<file path="src/hw/rtl/uart_baud_divisor_calc_top_assert.svh">
// assertion macros shared by the baud divisor calculator modules
`ifndef UART_BAUD_DIVISOR_CALC_TOP_ASSERT_SVH
`define UART_BAUD_DIVISOR_CALC_TOP_ASSERT_SVH

// same-cycle implication, sampled on clk, off during reset
`define UBDC_ASSERT_IMP(lbl, ante, cons) \
    lbl: assert property (@(posedge clk) disable iff (!rst_n) (ante) |-> (cons)) \
        else $error("ubdc assertion failed");

// next-cycle implication, sampled on clk, off during reset
`define UBDC_ASSERT_NEXT(lbl, ante, cons) \
    lbl: assert property (@(posedge clk) disable iff (!rst_n) (ante) |=> (cons)) \
        else $error("ubdc assertion failed");

`endif

</file>
<file path="src/hw/rtl/ubdc_pkg.sv">
// types, constants and helpers for the baud divisor calculator
package ubdc_pkg;

    localparam int RATE_W = 24;
    localparam int DIV_W  = RATE_W;
    localparam int FAC_W  = 8;
    localparam int PRE_W  = 2;
    localparam int CODE_W = 3;
    localparam int IDX_W  = 16;

    localparam int unsigned CLK3_HZ = 6000000;
    localparam int unsigned CLK2_HZ = 750000;
    localparam int unsigned CLK1_HZ = 93750;
    localparam int unsigned CLK0_HZ = 11719;
    localparam int unsigned MAX_DIV = 255;

    localparam logic [RATE_W-1:0] THR3 = RATE_W'(CLK3_HZ / MAX_DIV);
    localparam logic [RATE_W-1:0] THR2 = RATE_W'(CLK2_HZ / MAX_DIV);
    localparam logic [RATE_W-1:0] THR1 = RATE_W'(CLK1_HZ / MAX_DIV);

    localparam logic [RATE_W-1:0] RATE_FAST = RATE_W'(921600);
    localparam logic [FAC_W-1:0]  FAC_FAST  = 8'hF3;
    localparam logic [RATE_W-1:0] RATE_MID  = RATE_W'(307200);
    localparam logic [FAC_W-1:0]  FAC_MID   = 8'hD9;

    localparam logic [CODE_W-1:0] EXACT_CODE = 3'd7;
    localparam logic [FAC_W-1:0]  IDX_FLAG   = 8'h80;

    typedef enum logic [PRE_W-1:0] {
        PRE_CLK0 = 2'd0,
        PRE_CLK1 = 2'd1,
        PRE_CLK2 = 2'd2,
        PRE_CLK3 = 2'd3
    } prescale_t;

    typedef struct packed {
        logic [RATE_W-1:0] rate;
        prescale_t         code;
        logic              special;
        logic [FAC_W-1:0]  sfac;
        logic              err;
    } side_t;

    typedef struct packed {
        logic [DIV_W-1:0] num;
        logic [DIV_W-1:0] rem;
        logic [DIV_W-1:0] quo;
        logic [DIV_W-1:0] div;
        side_t            side;
    } div_t;

    function automatic logic [DIV_W-1:0] clk_of(input prescale_t code);
        logic [DIV_W-1:0] hz;
        unique case (code)
            PRE_CLK3: hz = DIV_W'(CLK3_HZ);
            PRE_CLK2: hz = DIV_W'(CLK2_HZ);
            PRE_CLK1: hz = DIV_W'(CLK1_HZ);
            PRE_CLK0: hz = DIV_W'(CLK0_HZ);
            default:  hz = DIV_W'(CLK0_HZ);
        endcase
        return hz;
    endfunction

endpackage

</file>
<file path="src/hw/rtl/ubdc_div_cell.sv">
// one restoring-division cell: produces one quotient bit per transaction
module ubdc_div_cell (
    input  logic           clk,
    input  logic           rst_n,
    input  logic           in_valid,
    output logic           in_ready,
    input  ubdc_pkg::div_t in_data,
    output logic           out_valid,
    input  logic           out_ready,
    output ubdc_pkg::div_t out_data
);

    logic                     valid_reg;
    ubdc_pkg::div_t           data_reg;
    ubdc_pkg::div_t           data_next;
    logic [ubdc_pkg::DIV_W:0] shifted;
    logic [ubdc_pkg::DIV_W:0] diff;
    logic                     ge;

    assign in_ready  = !valid_reg || out_ready;
    assign out_valid = valid_reg;
    assign out_data  = data_reg;

    always_comb
    begin
        shifted   = {in_data.rem, in_data.num[ubdc_pkg::DIV_W-1]};
        diff      = shifted - {1'b0, in_data.div};
        ge        = !diff[ubdc_pkg::DIV_W];
        data_next = in_data;
        data_next.rem = ge ? diff[ubdc_pkg::DIV_W-1:0] : shifted[ubdc_pkg::DIV_W-1:0];
        data_next.num = {in_data.num[ubdc_pkg::DIV_W-2:0], 1'b0};
        data_next.quo = {in_data.quo[ubdc_pkg::DIV_W-2:0], ge};
    end

    always_ff @(posedge clk or negedge rst_n)
    begin
        if (!rst_n)
        begin
            valid_reg <= 1'b0;
        end
        else if (in_ready)
        begin
            valid_reg <= in_valid;
        end
    end

    always_ff @(posedge clk)
    begin
        if (in_valid && in_ready)
        begin
            data_reg <= data_next;
        end
    end

`include "uart_baud_divisor_calc_top_assert.svh"

    // partial remainder must stay below the divisor
    `UBDC_ASSERT_IMP(a_rem_below_div, valid_reg && (data_reg.div != '0), data_reg.rem < data_reg.div)

endmodule

</file>
<file path="src/hw/rtl/ubdc_div_chain.sv">
// row of division cells giving a full quotient after DIV_W steps
module ubdc_div_chain (
    input  logic           clk,
    input  logic           rst_n,
    input  logic           in_valid,
    output logic           in_ready,
    input  ubdc_pkg::div_t in_data,
    output logic           out_valid,
    input  logic           out_ready,
    output ubdc_pkg::div_t out_data
);

    logic           v [ubdc_pkg::DIV_W+1];
    logic           r [ubdc_pkg::DIV_W+1];
    ubdc_pkg::div_t d [ubdc_pkg::DIV_W+1];

    assign v[0]      = in_valid;
    assign in_ready  = r[0];
    assign d[0]      = in_data;
    assign out_valid = v[ubdc_pkg::DIV_W];
    assign r[ubdc_pkg::DIV_W] = out_ready;
    assign out_data  = d[ubdc_pkg::DIV_W];

    for (genvar i = 0; i < ubdc_pkg::DIV_W; i++)
    begin : g_cell
        ubdc_div_cell u_cell (
            .clk       (clk),
            .rst_n     (rst_n),
            .in_valid  (v[i]),
            .in_ready  (r[i]),
            .in_data   (d[i]),
            .out_valid (v[i+1]),
            .out_ready (r[i+1]),
            .out_data  (d[i+1])
        );
    end

endmodule
</file>
<file path="config.mk">
export PLATFORM = sky130hd
export DESIGN_NAME = ubdc_div_chain
export DESIGN_NICKNAME = d
export VERILOG_FILES = /design/src/hw/rtl/ubdc_pkg.sv /design/src/hw/rtl/ubdc_div_cell.sv /design/src/hw/rtl/ubdc_div_chain.sv
export VERILOG_INCLUDE_DIRS = /design/src /design/src/hw/rtl
export SDC_FILE = /design/constraint.sdc
export NUM_CORES = 2
export LEC_CHECK = 0
export BUFFER_PORTS_ARGS = -buffer_cell sky130_fd_sc_hd__buf_2
export CAP_MARGIN = 20
export CORE_ASPECT_RATIO = 2
export CORE_MARGIN = 2
export CORE_UTILIZATION = 50
export CTS_BUF_LIST = sky130_fd_sc_hd__clkbuf_4
export DETAILED_ROUTE_END_ITERATION = 7
export PLACE_DENSITY = 0.73
export SLEW_MARGIN = 0
export SYNTH_ARGS = -nofsm -noshare
export SYNTH_HDL_FRONTEND = slang
export SYNTH_SLANG_ARGS = --single-unit
export TNS_END_PERCENT = 10
</file>
<file path="constraint.sdc">
create_clock -name clk -period 19.5 [get_ports clk]
set_input_delay 1.95 -clock clk [delete_from_list [all_inputs] [get_ports clk]]
set_output_delay 1.95 -clock clk [all_outputs]
set_load 0.05 [all_outputs]
</file>
==> results.tsv <==
metric	value	unit
vias in the first global route	68220	
CP most frequent cell	nand3_1	
TritonCTS Buffers	580	
Layout area overhead	10.28	%
CP Data Arrival Time	5820	ps
gr ovfl total	0	
DP HPWL	173.8	mm
final WL	227.6	mm
nets	9140	
share of layout cells above drive strength 1	0.1968	
Worst Tran Pin Value	1259	ps
Slew Limit Fails	0	
Slew headroom	0.1518	
DR iter-0 viols	2180	
CTS tree	yes	
Yosys warnings	0	
chip width	343.4	microns
Buf+Inv Stages, Crit Path	2	
CP max FO	6	
post-synth top area share	0.6757	
unique cell type count in the Yosys netlist	88	
total die area	0.2345	sq mm
post-synthesis cell area	0.1152	sq mm
Clock Skew	102.7	ps
status	finished, final reports clean	
Fill cells	18420	
Die H	682.8	microns
Root Driver	clkbuf_4	
Port Buffers	221	
overall power	22.35	mW
CP Class	input port to output pin	
Starting Density	0.5017	
first-pass GRT wire length	348.5	mm
total leakage power	49.56	nW
Worst Path Required	17550	ps
GRT Resource Usage Total	0.1943	
crit path cell chain	buf_2 -> nor2b_1 -> nand3_1 -> nor2_1 -> nand3_1 -> nor4_1 -> and2_1 -> nand3_1 -> nor2_1 -> nand4_1 -> buf_2	
Final Critical Period	7770	ps
cell count after synthesis	7697	
clk_lat worst skew	1290	ps
sequential share of the synthesized area	0.6809	
gpl congestion	1.017	
total of max-cap violations	0	
Post-synth EDFFs	2592	
final hold violations	0	
Worst Hold Class	flop to flop	
first-pass detailed-route iteration total	7	
post-CTS resize count	0	
main area contributors after synthesis	edfxtp_1, ha_1, mux2_2, xnor2_1, inv_1	
Seq cells post-synth	2616	
fin crit share	0.3985	
RSZ-0062 raised after global routing	false	
Post-Syn Area per Cell	14.97	sq um
pre-CTS setup slack	11680	ps
Setup TNS	0	ps
Core ar.	0.2296	sq mm
Clock Path Buffers	4	
Worst path slowest cell	nor4_1	
setup violators final	0	
Post-CTS Setup Bufs	0	
Startpoint Class	input port	
# clock sinks	2616	
Primary FF master, synth	edfxtp_1	
FF/Latch Area	0.07844	sq mm
pwr/cell area	175.9	mW/mm^2
Worst path max stage delay	770	ps
achievable clock frequency	0.1287	GHz
drt drc	0	
Routed Antenna Nets	0	
largest net degree at the start of global routing	109	
# IOs	270	
H-tree depth	6	
via count	62840	
routed len/inst	19.18	microns
initial antenna violation count	19	
row count	249	
Design Area, Final	0.1270	sq mm
Crit. End Element	output pin	
Worst-path clk slew	70	ps
Via density	5.296	
CTS Hold Bufs	0	
fin worst setup slack	11730	ps
cell family with most CP delay	simple AND/OR/NAND/NOR gates	
area of the multi-input gates	0.03305	sq mm
Post-DP Area	0.1198	sq mm
Async SR Flop Fraction	0.009174	
worst vdd ir	0.1377	mV
leading area contributor after synthesis	edfxtp_1	
## state kept, by name, indices dropped and copies added (netlist names)
| name | count |
|---|---|
| g_cell.u_cell.out_valid | 24 |
| g_cell.u_cell.out_data | 2592 |
## power breakdown
part,internal (mW),switching (mW)
Sequential,8.27,0.660
Combinational,4.15,5.16
Clock,2.07,2.04
## metal layers
layer  global-route usage  part of all wire
met5                    0           0.00023
met4               0.2137              0.12
met3              0.03389             0.035
met2               0.4033              0.60
met1               0.1225              0.25
## worst paths after layout
path                                                    start                              to  slack, ps  cells after the start
worst min register to register  g_cell[3].u_cell.out_data[12]   g_cell[4].u_cell.out_data[12]        370                      0
worst max register to register    g_cell[23].u_cell.out_valid  g_cell[0].u_cell.out_data[110]      14200                     12
worst max-delay path                                out_ready                        in_ready      11730                     11
max in group asynchronous                               rst_n     g_cell[15].u_cell.out_valid      18310                      1
min in group asynchronous                               rst_n      g_cell[0].u_cell.out_valid        690                      1
worst min-delay path            g_cell[3].u_cell.out_data[12]   g_cell[4].u_cell.out_data[12]        370                      0
## stage by stage
stage,utilization,instances,hold slack [ps]
finish,0.5533,11870,365.1
global route,0.5532,11860,372.5
CTS,0.5527,11820,355.3
global placement,0.5216,10830,400.3
floorplan,-,7720,400.3
detailed placement,0.5216,10830,404.5
## Yosys cell counts (10+ instances only)
cell / count
a31o_2: 12
o31a_1: 14
o211ai_1: 37
fa_1: 24
a31oi_1: 37
o31ai_1: 41
o21ai_0: 226
xor2_1: 108
or2_2: 25
buf_2: 43
edfxtp_1: 2592
nor2_1: 336
and3_1: 46
a21o_1: 172
ha_1: 576
mux2_1: 58
dfrtp_1: 24
mux2_4: 16
nand3_1: 108
or3_1: 47
nand2b_1: 105
clkbuf_1: 21
nor3_1: 97
o21bai_1: 46
a21oi_1: 386
a211oi_1: 36
a311oi_1: 10
o311ai_0: 15
nand2_1: 206
xnor2_1: 347
nor2b_1: 99
a21boi_0: 32
o41ai_1: 15
mux2i_1: 70
mux2_2: 437
o21ai_1: 18
o2111ai_1: 14
and2_1: 31
nand4_1: 36
o21a_1: 104
buf_4: 133
nor4_1: 11
inv_1: 749
## cells in the final DEF, fill, tap and decap left out, types with 34 or more instances in the layout
cell type | netlist | routed
mux2_2 | 437 | 437
o211ai_1 | 37 | 37
buf_2 | 43 | 222
or3_1 | 47 | 47
nand3_1 | 108 | 108
nor2_1 | 336 | 335
and3_1 | 46 | 46
o21bai_1 | 46 | 46
nand4_1 | 36 | 36
a31oi_1 | 37 | 35
nor2b_1 | 99 | 92
inv_1 | 749 | 749
o31ai_1 | 41 | 41
ha_1 | 576 | 576
clkbuf_4 | 0 | 809
o21a_1 | 104 | 104
a21oi_1 | 386 | 385
buf_4 | 133 | 76
xor2_1 | 108 | 102
diode_2 | 0 | 44
nand2b_1 | 105 | 105
clkinv_2 | 0 | 34
nand2_1 | 206 | 206
a21o_1 | 172 | 172
clkinv_1 | 0 | 102
edfxtp_1 | 2592 | 2592
a211oi_1 | 36 | 36
mux2_1 | 58 | 58
mux2i_1 | 70 | 70
xnor2_1 | 347 | 344
nor3_1 | 97 | 97
o21ai_0 | 226 | 226
## cell families (layout without fill, tap and decap cells)
group | after synthesis | after routing | share of synthesized area
DFF | 2616 | 2616 | 0.6809
AOI/OAI and AO/OA | 1303 | 1303 | 0.07347
and+or+nand+nor | 1187 | 1187 | 0.05118
buffers and inverters | 949 | 2038 | 0.03585
adders and majority gates | 600 | 600 | 0.06673
muxes | 581 | 581 | 0.05656
xor gates and xnor gates | 460 | 460 | 0.03530
other | 1 | 68 | 0.00003255
## cell type report
class	instances	share of cell area
antenna	44	0.0008667
clock buffer	808	0.04775
clock inverter	179	0.008361
inverter	750	0.02216
multi-input combinational	4155	0.2601
sequential	2616	0.6174
tap	3012	0.02966
timing repair buffer	301	0.01367
No activity file was read; power rests on OpenSTA's default activity.
